[src/design/crs_pkg.sv]
// Shared types, action codes and helpers for the clip rectangle stack.
// Used by every module of the block but the RAM, and by its port checkers and testbench.
package crs_pkg;

  localparam int STACK_DEPTH_DFLT = 8;
  localparam int COORD_W          = 16;
  localparam int ACT_W            = 3;
  localparam int LEVEL_W          = 4;

  localparam logic [ACT_W-1:0] ACT_PUSH  = 3'd0;
  localparam logic [ACT_W-1:0] ACT_POP   = 3'd1;
  localparam logic [ACT_W-1:0] ACT_CLIP  = 3'd2;
  localparam logic [ACT_W-1:0] ACT_LINE  = 3'd3;
  localparam logic [ACT_W-1:0] ACT_CLEAR = 3'd4;

  typedef struct packed {
    logic [ACT_W-1:0]          action;
    logic signed [COORD_W-1:0] ax;
    logic signed [COORD_W-1:0] ay;
    logic signed [COORD_W-1:0] bx;
    logic signed [COORD_W-1:0] by;
  } crs_req_t;

  typedef struct packed {
    logic                      ok;
    logic signed [COORD_W-1:0] res_x1;
    logic signed [COORD_W-1:0] res_y1;
    logic signed [COORD_W-1:0] res_x2;
    logic signed [COORD_W-1:0] res_y2;
    logic [LEVEL_W-1:0]        level;
  } crs_rsp_t;

  // x1/y1 is the min corner, x2/y2 the max corner.
  typedef struct packed {
    logic signed [COORD_W-1:0] x1;
    logic signed [COORD_W-1:0] y1;
    logic signed [COORD_W-1:0] x2;
    logic signed [COORD_W-1:0] y2;
  } rect_t;

  typedef struct packed {
    logic push;
    logic pop;
    logic clear;
  } crs_upd_t;

  function automatic logic signed [COORD_W-1:0] smax(input logic signed [COORD_W-1:0] a,
                                                      input logic signed [COORD_W-1:0] b);
    return (a > b) ? a : b;
  endfunction

  function automatic logic signed [COORD_W-1:0] smin(input logic signed [COORD_W-1:0] a,
                                                      input logic signed [COORD_W-1:0] b);
    return (a < b) ? a : b;
  endfunction

endpackage

[src/design/clip_rect_stack.sv]
// Clip rectangle stack: an accepted request is registered, evaluated, and its result
// registered; one request per cycle sustained when the result side does not stall.
// The top entry lives in a register; the entry below it is always read ahead
// from the stack RAM, so a pop makes it the new top without a wait.
// Reset (rst, synchronous) empties the stack and drops any held request or result;
// stack RAM contents are left as they are.
module clip_rect_stack #(
  parameter int STACK_DEPTH = crs_pkg::STACK_DEPTH_DFLT
) (
  input  logic              clk,
  input  logic              rst,
  input  logic              req_valid,
  output logic              req_stall,
  input  crs_pkg::crs_req_t req_data,
  output logic              rsp_valid,
  input  logic              rsp_stall,
  output crs_pkg::crs_rsp_t rsp_data
);
  import crs_pkg::*;

  localparam int LVL_W  = $clog2(STACK_DEPTH + 1);
  localparam int ADDR_W = (STACK_DEPTH > 1) ? $clog2(STACK_DEPTH) : 1;
  localparam int RECT_W = $bits(rect_t);

  logic             in_vld;
  crs_req_t         in_req;
  logic [LVL_W-1:0] level;
  logic [LVL_W-1:0] level_next;
  logic [LVL_W-1:0] below_lvl;
  rect_t            top;
  rect_t            alu_rect;
  logic             alu_ok;
  crs_upd_t         upd;
  logic             fire;
  logic [RECT_W-1:0] below_raw;

  assign fire      = in_vld && (!rsp_valid || !rsp_stall);
  assign req_stall = in_vld && !fire;

  crs_alu #(
    .STACK_DEPTH(STACK_DEPTH),
    .LVL_W      (LVL_W)
  ) u_alu (
    .req  (in_req),
    .level(level),
    .top  (top),
    .rect (alu_rect),
    .ok   (alu_ok),
    .upd  (upd)
  );

  always_comb begin
    level_next = level;
    if (fire) begin
      priority if (upd.clear) begin
        level_next = '0;
      end else if (upd.push) begin
        level_next = level + LVL_W'(1);
      end else if (upd.pop) begin
        level_next = level - LVL_W'(1);
      end
    end
  end

  // Read ahead the entry that will sit just below the top once this request is done.
  assign below_lvl = level_next - LVL_W'(2);

  crs_ram #(
    .WIDTH(RECT_W),
    .DEPTH(STACK_DEPTH)
  ) u_ram (
    .clk    (clk),
    .wr_en  (fire && upd.push),
    .wr_addr(level[ADDR_W-1:0]),
    .wr_data(alu_rect),
    .rd_addr(below_lvl[ADDR_W-1:0]),
    .rd_data(below_raw)
  );

  always_ff @(posedge clk) begin
    if (rst) begin
      in_vld    <= 1'b0;
      rsp_valid <= 1'b0;
      level     <= '0;
    end else begin
      if (!req_stall) begin
        in_vld <= req_valid;
      end
      if (fire) begin
        rsp_valid <= 1'b1;
      end else if (!rsp_stall) begin
        rsp_valid <= 1'b0;
      end
      level <= level_next;
    end
  end

  always_ff @(posedge clk) begin
    if (!req_stall) begin
      in_req <= req_data;
    end
    if (fire) begin
      rsp_data <= '{ok: alu_ok, res_x1: alu_rect.x1, res_y1: alu_rect.y1,
                    res_x2: alu_rect.x2, res_y2: alu_rect.y2,
                    level: LEVEL_W'(level_next)};
      if (upd.push) begin
        top <= alu_rect;
      end else if (upd.pop) begin
        top <= rect_t'(below_raw);
      end
    end
  end

endmodule

[src/design/crs_ram.sv]
// Generic single-port-write, single-port-read RAM with registered read data.
// No dependencies.
module crs_ram #(
  parameter int WIDTH = 64,
  parameter int DEPTH = 8
) (
  input  logic                                  clk,
  input  logic                                  wr_en,
  input  logic [((DEPTH > 1) ? $clog2(DEPTH) : 1)-1:0] wr_addr,
  input  logic [WIDTH-1:0]                      wr_data,
  input  logic [((DEPTH > 1) ? $clog2(DEPTH) : 1)-1:0] rd_addr,
  output logic [WIDTH-1:0]                      rd_data
);

  logic [WIDTH-1:0] mem [DEPTH];

  always_ff @(posedge clk) begin
    if (wr_en) begin
      mem[wr_addr] <= wr_data;
    end
    rd_data <= mem[rd_addr];
  end

endmodule

[src/design/crs_alu.sv]
// Combinational evaluation of one request against the current top rectangle.
// Depends on crs_pkg for the request, rectangle and update types.
module crs_alu #(
  parameter int STACK_DEPTH = crs_pkg::STACK_DEPTH_DFLT,
  parameter int LVL_W       = $clog2(STACK_DEPTH + 1)
) (
  input  crs_pkg::crs_req_t req,
  input  logic [LVL_W-1:0]  level,
  input  crs_pkg::rect_t    top,
  output crs_pkg::rect_t    rect,
  output logic              ok,
  output crs_pkg::crs_upd_t upd
);
  import crs_pkg::*;

  logic  have_top;
  logic  full;
  rect_t isect;
  rect_t echo;
  logic signed [COORD_W-1:0] lx, hx, ly, hy;

  assign have_top = (level != '0);
  assign full     = (level == LVL_W'(STACK_DEPTH));

  assign echo  = '{x1: req.ax, y1: req.ay, x2: req.bx, y2: req.by};
  assign isect = '{x1: smax(req.ax, top.x1), y1: smax(req.ay, top.y1),
                   x2: smin(req.bx, top.x2), y2: smin(req.by, top.y2)};

  assign lx = smin(req.ax, req.bx);
  assign hx = smax(req.ax, req.bx);
  assign ly = smin(req.ay, req.by);
  assign hy = smax(req.ay, req.by);

  always_comb begin
    rect = echo;
    ok   = 1'b0;
    upd  = '0;
    unique case (req.action)
      ACT_PUSH: begin
        if (!full) begin
          rect     = have_top ? isect : echo;
          ok       = 1'b1;
          upd.push = 1'b1;
        end
      end
      ACT_POP: begin
        if (have_top) begin
          ok      = 1'b1;
          upd.pop = 1'b1;
        end
      end
      ACT_CLIP: begin
        if (have_top) begin
          rect = isect;
          ok   = (isect.x1 <= isect.x2) && (isect.y1 <= isect.y2);
        end else begin
          ok = 1'b1;
        end
      end
      ACT_LINE: begin
        if (have_top) begin
          ok = !((hx < top.x1) || (hy < top.y1) || (lx > top.x2) || (ly > top.y2));
        end else begin
          ok = 1'b1;
        end
      end
      ACT_CLEAR: begin
        ok        = 1'b1;
        upd.clear = 1'b1;
      end
      default: begin
        ok = 1'b0;
      end
    endcase
  end

endmodule

[config.mk]
export PLATFORM = sky130hd
export DESIGN_NAME = clip_rect_stack
export DESIGN_NICKNAME = d
export VERILOG_FILES = /design/src/design/crs_pkg.sv /design/src/design/clip_rect_stack.sv /design/src/design/crs_ram.sv /design/src/design/crs_alu.sv
export SDC_FILE = /design/constraint.sdc
export NUM_CORES = 1
export LEC_CHECK = 0
export ABC_CLOCK_PERIOD_IN_PS = 12800
export BUFFER_PORTS_ARGS = -buffer_cell sky130_fd_sc_hd__buf_2
export CAP_MARGIN = 25
export CORE_ASPECT_RATIO = 1.1
export CORE_MARGIN = 4
export CORE_UTILIZATION = 45
export DETAILED_ROUTE_END_ITERATION = 10
export PLACE_DENSITY = 0.66
export SYNTH_ARGS = -nofsm -noshare
export SYNTH_HDL_FRONTEND = slang
export SYNTH_SLANG_ARGS = --single-unit
[constraint.sdc]
create_clock -name clk -period 12.8 [get_ports clk]
set_input_delay 0.64 -clock clk [delete_from_list [all_inputs] [get_ports clk]]
set_output_delay 0.64 -clock clk [all_outputs]
set_load 0.01 [all_outputs]
After elaboration in Yosys (flattened, before gate mapping). Memories as Yosys holds them, arrays and structs flattened. A register that Yosys moved wholly into a read port is not among the register bits. Index checks and enable logic that the tools add are counted. W data, S select, Z words.

Memories kept: 1. RAM bits: 512. Word-level logic and storage cells: 87. Output and inout port bits: 71. Bits in registers: 206. Input bits: 71.

Memory list: u_ram.mem (depth 8, bits a word 64, read ports 1, clocked after Yosys merged registers in 1, write ports 1, line crs_ram.sv:15) `logic [WIDTH-1:0] mem [DEPTH];`.

$lt $le $gt $ge: 14. Reduce and logical (&&, ||, !) cells: 16. Multiplexer cells: 29. $add $sub $neg: 3. Equal/unequal tests: 6.

Operators with widths (count): $mux W64 (4); $mux W16 (8); $pmux W64 S2 (1); $gt A16 B16 Y1 (6); $lt A16 B16 Y1 (6); $le A16 B16 Y1 (2); $mux W4 (4); $mux W1 (11); $eq A3 B2 Y1 const B (2); $pmux W1 S5 (1); $add A4 B1 Y4 const B (1); $eq A4 B4 Y1 const B (1); $logic_and A1 B1 Y1 (4); $logic_not A1 Y1 (4); $logic_or A1 B1 Y1 (4); $reduce_bool A4 Y1 (1); $sub A4 B1 Y4 const B (1); $eq A3 B1 Y1 const B (1); $eq A3 B3 Y1 const B (1); $logic_not A3 Y1 (1); $sub A3 B2 Y3 const B (1); $ne A2 B1 Y1 const B (1); $reduce_and A2 Y1 (1); $reduce_bool A2 Y1 (1).

Depth between registers and ports, before layout. Gate-level depths: netlist of the first run.

Word-level depth: 9. Gate-level depth with buffers: 21.

Modules after synthesis. A second synthesis of the first run with hierarchy kept.

Cell total of the unflattened synthesis: 2133. Area, all modules: 35123.7 um2.

Modules (own cells, without submodules): crs_ram (instances 1, sequential area each 16656.0 um2, area each 20547.2 um2, cells an instance 816); crs_alu (instances 1, sequential area each 0.0 um2, area each 7364.6 um2, cells an instance 987); clip_rect_stack (instances 1, sequential area each 6125.9 um2, area each 7211.9 um2, cells an instance 330).

Least setup slack after synthesis of the first run. OpenSTA, ideal clock, no wires.

Path kind: flip-flop to flip-flop. Start point: reg level[1]. End point: mem u_ram.mem[0][0], enable pin. Setup time: 565 ps. Period minus slack after synthesis: 6874 ps. Slack: 5926 ps. Data required time: 12235 ps. Cell stages (with the launch flop): 10. Arrival time: 6308 ps. Cells stage by stage: dfxtp_1 > clkbuf_1 > inv_1 > ha_1 > nand3b_1 > and2_1 > clkbuf_1 > buf_1 > nand3_1 > nor3_1.

Word-level cells in the longest chain between the ends: 6.

Ends and longest elaborated chain: start, declared (line clip_rect_stack.sv:27) `logic [LVL_W-1:0] level;`; start signal, assigned (line clip_rect_stack.sv:94) `level <= level_next;`; $eq A4 B4 Y1 (line crs_alu.sv:23) `assign full = (level == LVL_W'(STACK_DEPTH));`; $mux W1 (line crs_alu.sv:40) `if (!full) begin`; $mux W1 (line crs_alu.sv:38) `unique case (req.action)`; $logic_and A1 B1 Y1 (line clip_rect_stack.sv:73) `.wr_en (fire && upd.push),`; $mux W1 (line crs_ram.sv:18) `if (wr_en) begin`; $mux W1 (not written as such) (line crs_ram.sv:19) `mem[wr_addr] <= wr_data;`; end, declared (line crs_ram.sv:15).

Several ways; a longest one is shown, not always the timed one.

Final worst setup path of the first run.
Start point: reg level[1]. End point: reg u_ram.rd_data[45], read port of u_ram.mem.

Word-level cells in the longest chain between the ends: 8.

Ends and longest elaborated chain: branches (longest 6 deep; another with $sub A4 B1 Y4); $mux W4 * (line clip_rect_stack.sv:54) `if (fire) begin`; $sub A3 B2 Y3 * (line clip_rect_stack.sv:66) `assign below_lvl = level_next - LVL_W'(2);`; end, declared (line crs_ram.sv:12) `output logic [WIDTH-1:0] rd_data`.

Every way passes the cells marked *. A chain may end at the register's enable or synchronous reset.

==> reports/results.txt, run 1 <==
status: finished clean
DP Area: 0.03704 mm²
final instance area: 0.03994 mm²
part of the cycle the worst path needs: 40.48%
initial antenna violation count: 2
vias in the first global route: 22,750
layer with the highest usage: met2
cell mode on critical path: buf_4
Sw Ratio: 23.24%
maximum number of pins on one net before global-route repair: 87
clock-pin slew on the worst setup and hold paths: 60 ps
Clock Latency Late Sink: 640 ps
met2 Use GR: 37.69%
clock group share of total power: 41.7%
setup repair after global routing missed its margin: false
Syn Nets: 2,851
Detailed Route Iter0 Violations: 2,078
Pwr Total: 0.005872 W
HP Class: in2reg
post-synthesis sequential area ratio: 64.62%
Nets: 2,998
CTS root buf: clkbuf_16
drt pass-1 iters: 8
sum of negative setup slack: 0 ps
CTS Hold Buffers Added: 0
gr usage total: 22.07%
Synth-to-Final Area Change: 13.28%
utilization after layout: 51.52%
effective utilization at floorplan: 45.48%
clk_skew: 26.08 ps
die width: 274.9 µm
cts bufs inserted: 82
Die H: 301.6 µm
remaining antenna violation count: 0
Setup crit end kind: register
final worst path period need: 5182 ps
synthesized area per cell: 13.61 µm²
Tightest Pin Transition: 1068 ps
post-DR vias/cell: 5.872
Fillers: 6,418
cells along the critical path: inv_1 -> ha_1 -> nand2b_1 -> nor2_1 -> o21ai_0 -> a31oi_4 -> buf_4 -> nor2b_4 -> buf_4 -> a221oi_1
Max Clk Rate: 193.0 MHz
IO Port Bufs: 141
num rows: 107
gr ovfl total: 0
Crit Path Category: reg2reg
Syn. warnings: 0
Slew Limit Fails: 0
Yosys cell types: 76
Synth Register Bits: 782
Post-route DRC: 0
RePlAce Congestion: 0.9360
Post-Syn Instances: 2,590
sequential share of power: 49.4%
Largest stage delay, worst path: 810 ps
final wirelength: 92.30 mm
fraction of registers with async set/reset: 0%
worst vdd ir: 0.1135 mV
# diodes: 0
share of cells above drive strength 1: 16.00%
clock tree from TritonCTS: built
Core Region: 0.07752 mm²
Power per Cell Area: 147.0 mW/mm²
number of synthesized flops with an enable pin: 712
WP data arrival: 5640 ps
Max-Cap Viols: 0
# setup viols final: 0
DR vias: 22,560
# IOs: 142
top_reg_cell synth: edfxtp_1
CP max-delay cell: nor2b_4
Internal: 0.004507 W
Avg WL per Cell: 24.02 µm
Gates resized, CTS repair: 0
met3 Resource Use GR: 3.135%
H-Tree Depth: 3
routing usage on met1: 29.97%
Psw: 0.001365 W
post-DP HPWL: 58.68 mm
first-pass GRT wire length: 139.4 mm
die area: 0.08290 mm²
Post-CTS Setup Bufs: 0
Lkg Pwr: 14.45 nW
Rel. slew slack: 28.75%
clk buf depth: 3
worst endpoint required time: 13,260 ps
Clock Sink Count: 782
Critical Path Start Type: register
Synth Cell Area: 0.03526 mm²
crit path max fanout: 49
Final Hold Viols: 0
Logic pwr share: 9.0%
[path summary, 6_finish.rpt]
path                          start                 to  slack (ps)  cells past startpoint
hold / removal         req_data[41]         in_req[41]         180                      1
setup / recovery           level[1]  u_ram.rd_data[45]        7620                     10
setup reg to reg           level[1]  u_ram.rd_data[45]        7620                     10
hold reg to reg   u_ram.rd_data[12]            top[12]         540                      1
[kinds of logic (layout without fill, tap and decap cells)]
kind of cell	Yosys count	in the layout	synth area share (%)
muxes	198	198	5.799
buffers and inverters	235	452	3.151
and+or+nand+nor	594	594	7.892
AOI/OAI and AO/OA	586	586	11.65
DFF	782	782	64.62
xor gates and xnor gates	5	5	0.1455
adders and majority gates	190	190	6.743
[cell type report]
type                            count  area [µm²]  area share (%)
Clock buffer                      116        2392           5.990
Multi-Input combinational cell   1573       11510           28.83
Sequential cell                   782       22780           57.04
Timing Repair Buffer              194        1127           2.823
Inverter                          104       400.4           1.003
Clock inverter                     38       427.9           1.071
Tap cell                         1035        1295           3.242
[cells in the final DEF, fill, tap and decap left out, drive strengths merged, types with 14 or more instances in the layout]
cell	synthesis	final
clkbuf	70	120
buf	61	190
nor2	95	95
a31oi	25	25
nand2b	14	14
a21o	22	22
mux2	50	50
inv	103	111
nand4	23	23
a21oi	143	143
ha	190	190
o21ai	166	166
a221oi	76	76
clkinv	1	20
a221o	19	19
dfxtp	70	70
mux2i	148	148
edfxtp	712	712
nand3	38	38
nor3	16	16
a2111oi	66	66
nor2b	16	16
and2	22	22
nand2	278	278
and3	67	67
[through the flow]
step	worst slack (ps)	std cells	hold WS, ps
after floorplan	5926	2590	458.9
after global placement	7578	3671	530.3
after detailed placement	7422	3682	527.1
after CTS	7549	3836	147.7
after global routing	7360	3842	161.0
final	7618	3842	183.8
[layer usage]
metal	share of wire [%]	wire length (µm)	vias to the layer above
li1	-	-	10290
met1	42	38900	11320
met2	49	45660	809
met3	6.3	5773	146
met4	2.1	1966	0
met5	0	0	-
[worst max-delay path: cells and delay by family (launching register included)]
family	cells	cell delay [ps]
compound gates	3	1140
fa+ha+maj	1	210
buf+inv	3	1580
flops	1	410
simple gates	3	1550
[state kept, by name, indices dropped and copies added (netlist names)]
| register | count |
|---|---|
| in_vld | 1 |
| rsp_valid | 1 |
| level | 4 |
| top | 64 |
| in_req | 67 |
| u_ram.rd_data | 64 |
| rsp_data | 69 |
| u_ram.mem | 512 |
[cells in the mapped netlist (all sizes together) (4+ instances only)]
library cell  number  area [µm²]
a2111oi           66       653.1
a211oi            12       102.6
a21o              22       165.2
a21oi            143       715.7
a221o             19       190.2
a221oi            76       815.8
a2bb2oi            5       43.79
a31oi             25       162.6
and2              22       137.6
and3              67       419.2
and4               6       52.55
buf               61       455.4
clkbuf            70       264.0
dfxtp             70        1401
edfxtp           712       21380
ha               190        2377
inv              103       386.6
mux2              50       563.0
mux2i            148        1481
nand2            278        1044
nand2b            14       90.09
nand3             38       190.2
nand3b             4       30.03
nand4             23       143.9
nor2              95       364.1
nor2b             16       100.1
nor3              16       102.6
nor4               8       50.05
o211ai             8       60.06
o21a               8       60.06
o21ai            166       830.8
o31ai              4       30.03
[power by group through the flow]
stage	logic, W	registers [W]	clock network [W]
global route	0.000590	0.00290	0.00259
CTS	0.000524	0.00290	0.00249
detailed placement	0.000521	0.00295	0
finish	0.000526	0.00290	0.00245
global placement	0.000499	0.00295	0
floorplan	0.000351	0.00293	0
(Power assumes the default switching activity.)
==> inputs of run 2 (changes only) <==
--- a/config.mk
+++ b/config.mk
@@ -5,14 +5,14 @@
 export SDC_FILE = /design/constraint.sdc
 export NUM_CORES = 1
 export LEC_CHECK = 0
-export ABC_CLOCK_PERIOD_IN_PS = 12800
+export ABC_CLOCK_PERIOD_IN_PS = 4400
 export BUFFER_PORTS_ARGS = -buffer_cell sky130_fd_sc_hd__buf_2
 export CAP_MARGIN = 25
 export CORE_ASPECT_RATIO = 1.1
 export CORE_MARGIN = 4
 export CORE_UTILIZATION = 45
 export DETAILED_ROUTE_END_ITERATION = 10
-export PLACE_DENSITY = 0.66
+export PLACE_DENSITY = 0.69
 export SYNTH_ARGS = -nofsm -noshare
 export SYNTH_HDL_FRONTEND = slang
 export SYNTH_SLANG_ARGS = --single-unit
==> constraint.sdc (replaced) <==
create_clock -name clk -period 4.4 [get_ports clk]
set_input_delay 0.22 -clock clk [delete_from_list [all_inputs] [get_ports clk]]
set_output_delay 0.22 -clock clk [all_outputs]
set_load 0.01 [all_outputs]
==> reports/results.txt, run 2 (same netlist as run 1, synthesis figures left out) <==
RePlAce Congestion: 0.9350 (-0.11%)
Final Hold Viols: 0 (unchanged)
most common cell after layout, fill and taps aside: edfxtp_1
Largest Register: u_ram.mem
Internal: 0.01331 W (+200%)
Critical Path Start Type: register
post-DR vias/cell: 5.759 (-1.9%)
clk buf depth: 3 (unchanged)
Synth-to-Final Area Change: 20.15%
Buf+Inv Stages, Crit Path: 5 (+2)
die area: 0.08290 mm² (unchanged)
clock group share of total power: 41.0% (-0.7 points)
Logic pwr share: 10.6% (+1.6 points)
cts bufs inserted: 81 (-1.2%)
Largest stage delay, worst path: 510 ps (-300 ps)
cells along the critical path: buf_4 -> ha_1 -> nor2b_1 -> o211ai_1 -> buf_4 -> a21bo_2 -> o211ai_1 -> buf_4 -> o21ai_4 -> buf_12 -> nand2_1 -> o21ai_0 -> ha_1 -> a221o_1 -> o221ai_1 -> nand3b_1 -> mux2i_4 -> buf_4 -> a221o_1 -> nand2_1 -> o2111a_1
initial antenna violation count: 3 (+1)
Lkg Pwr: 15.60 nW (+7.9%)
WP depth: 21 (+11)
clock-pin slew on the worst setup and hold paths: 70 ps (about the same)
DP Area: 0.03833 mm² (+3.5%)
die width: 274.9 µm (unchanged)
final instance area: 0.04236 mm² (+6.1%)
effective utilization at floorplan: 45.48% (unchanged)
num rows: 107 (unchanged)
utilization after layout: 54.65% (+3.1 points)
part of the cycle the worst path needs: 96.44% (+56 points)
Die H: 301.6 µm (unchanged)
Psw: 0.004051 W (+200%)
Avg WL per Cell: 23.27 µm (-3.1%)
maximum number of pins on one net before global-route repair: 104 (+20%)
status: finished clean
gr usage total: 22.39% (+0.33 points)
Power per Cell Area: 409.7 mW/mm² (+180%)
CP max-delay cell: edfxtp_1
hold depth: 2 (+1)
largest registers: u_ram.mem: 512 flops, rsp_data: 69 flops, in_req: 67 flops
Post-route DRC: 0 (unchanged)
clock tree from TritonCTS: built
gr ovfl total: 0 (unchanged)
first-pass GRT wire length: 141.4 mm (+1.4%)
vias in the first global route: 24,010 (+5.5%)
Max-Cap Viols: 0 (unchanged)
Pwr Total: 0.01736 W (+200%)
cell mode on critical path: buf_4
max FFs per register: 512 (unchanged)
Tightest Pin Transition: 1078 ps (+10.25 ps)
# IOs: 142 (unchanged)
Sw Ratio: 23.34% (+0.10 points)
H-Tree Depth: 3 (unchanged)
FF-to-FF path depth: 21 (+11)
CTS root buf: clkbuf_16
crit path max fanout: 15 (-69%)
Clock Sink Count: 782 (unchanged)
# diodes: 0 (unchanged)
Core Region: 0.07752 mm² (unchanged)
drt pass-1 iters: 5 (-3)
Detailed Route Iter0 Violations: 1,905 (-8.3%)
Worst path top cell family by delay: compound AO/OA/AOI/OAI gates
clk_skew: 30.03 ps (+3.945 ps)
Nets: 3,222 (+7.5%)
Clock Latency Late Sink: 640 ps (about the same)
sequential share of power: 48.3% (-1.1 points)
final wirelength: 94.56 mm (+2.4%)
worst vdd ir: 0.4738 mV (+320%)
# setup viols final: 0 (unchanged)
remaining antenna violation count: 0 (unchanged)
Setup crit end kind: register
sum of negative setup slack: 0 ps (unchanged)
DR vias: 23,400 (+3.7%)
post-DP HPWL: 61.44 mm (+4.7%)
worst endpoint required time: 4770 ps (-8490 ps)
commonest non-fill, non-tap cells in the layout: 712 x edfxtp_1, 277 x nand2_1, 187 x ha_1, 176 x buf_4, 158 x o21ai_0
Crit Path Category: reg2reg
Slew Limit Fails: 0 (unchanged)
final worst path period need: 4243 ps (-938.2 ps)
Rel. slew slack: 28.07% (-0.68 points)
share of cells above drive strength 1: 20.86% (+4.9 points)
Max Clk Rate: 235.7 MHz (+22%)
WP data arrival: 4610 ps (-1030 ps)
IO Port Bufs: 141 (unchanged)
HP Class: in2reg
-- run 2: power by group through the flow --
stage | combinational (W) | clock (W) | sequential, W
floorplan | 0.00102 | 0 | 0.00853
global route | 0.00204 | 0.00754 | 0.00840
finish | 0.00184 | 0.00712 | 0.00839
CTS | 0.00175 | 0.00724 | 0.00839
detailed placement | 0.00168 | 0 | 0.00854
global placement | 0.00163 | 0 | 0.00855
-- run 2: final cells by class --
cell class	instances	area, µm²
fillers	6256	35150
flip-flops and latches	782	22780
multi-input cells	1573	11780
repair buffers	419	3268
clock buffers	105	2238
well taps	1035	1295
clock inverters	46	593.1
inverters	104	402.9
-- run 2: path summary, 6_finish.rpt --
kind	endpoint	startpoint	slack (ps)
max	rsp_data[68]	in_req[33]	160
min	in_req[11]	req_data[11]	280
max reg2reg	rsp_data[68]	in_req[33]	160
min reg2reg	top[4]	u_ram.rd_data[4]	540
-- run 2: repair_timing --
| item | CTS | global route |
|---|---|---|
| pin swaps | 1 | 19 |
| gates resized for setup | 8 | 48 |
| setup buffers | 1 | 17 |
| hold endpoints to repair | 73 | 0 |
| gates cloned | 0 | 3 |
| hold buffers | 71 | 0 |
| endpoints found under the setup margin | 1 | 1 |
-- run 2: layer usage --
layer	share of wire, %	track usage (%)	up-vias
met2	50	38.77	798
met3	6.0	3.724	165
met1	42	29.13	11700
met4	2.7	6.499	4
li1	-	-	10740
met5	0.029	0	-
-- run 2: per-stage QoR --
| stage | hold slack (ps) | setup slack (ps) | instances |
|---|---|---|---|
| 2_1_floorplan | 289.1 | -772.4 | 2590 |
| 3_3_place_gp | 396.8 | -67.10 | 3817 |
| 3_5_place_dp | 398.1 | -59.01 | 3817 |
| 4_1_cts | 244.9 | 6.744 | 4040 |
| 5_1_grt | 266.5 | -21.30 | 4064 |
| 6_report | 278.8 | 156.7 | 4064 |
-- run 2: worst register-to-register path, cell delays in order (launching register included) --
cell and delay, ps:
edfxtp_1 510, buf_4 220, ha_1 280, nor2b_1 130
o211ai_1 150, buf_4 160, a21bo_2 120, o211ai_1 130
buf_4 190, o21ai_4 180, buf_12 150, nand2_1 50
o21ai_0 70, ha_1 290, a221o_1 340, o221ai_1 180
nand3b_1 170, mux2i_4 240, buf_4 140, a221o_1 120
nand2_1 50, o2111a_1 140
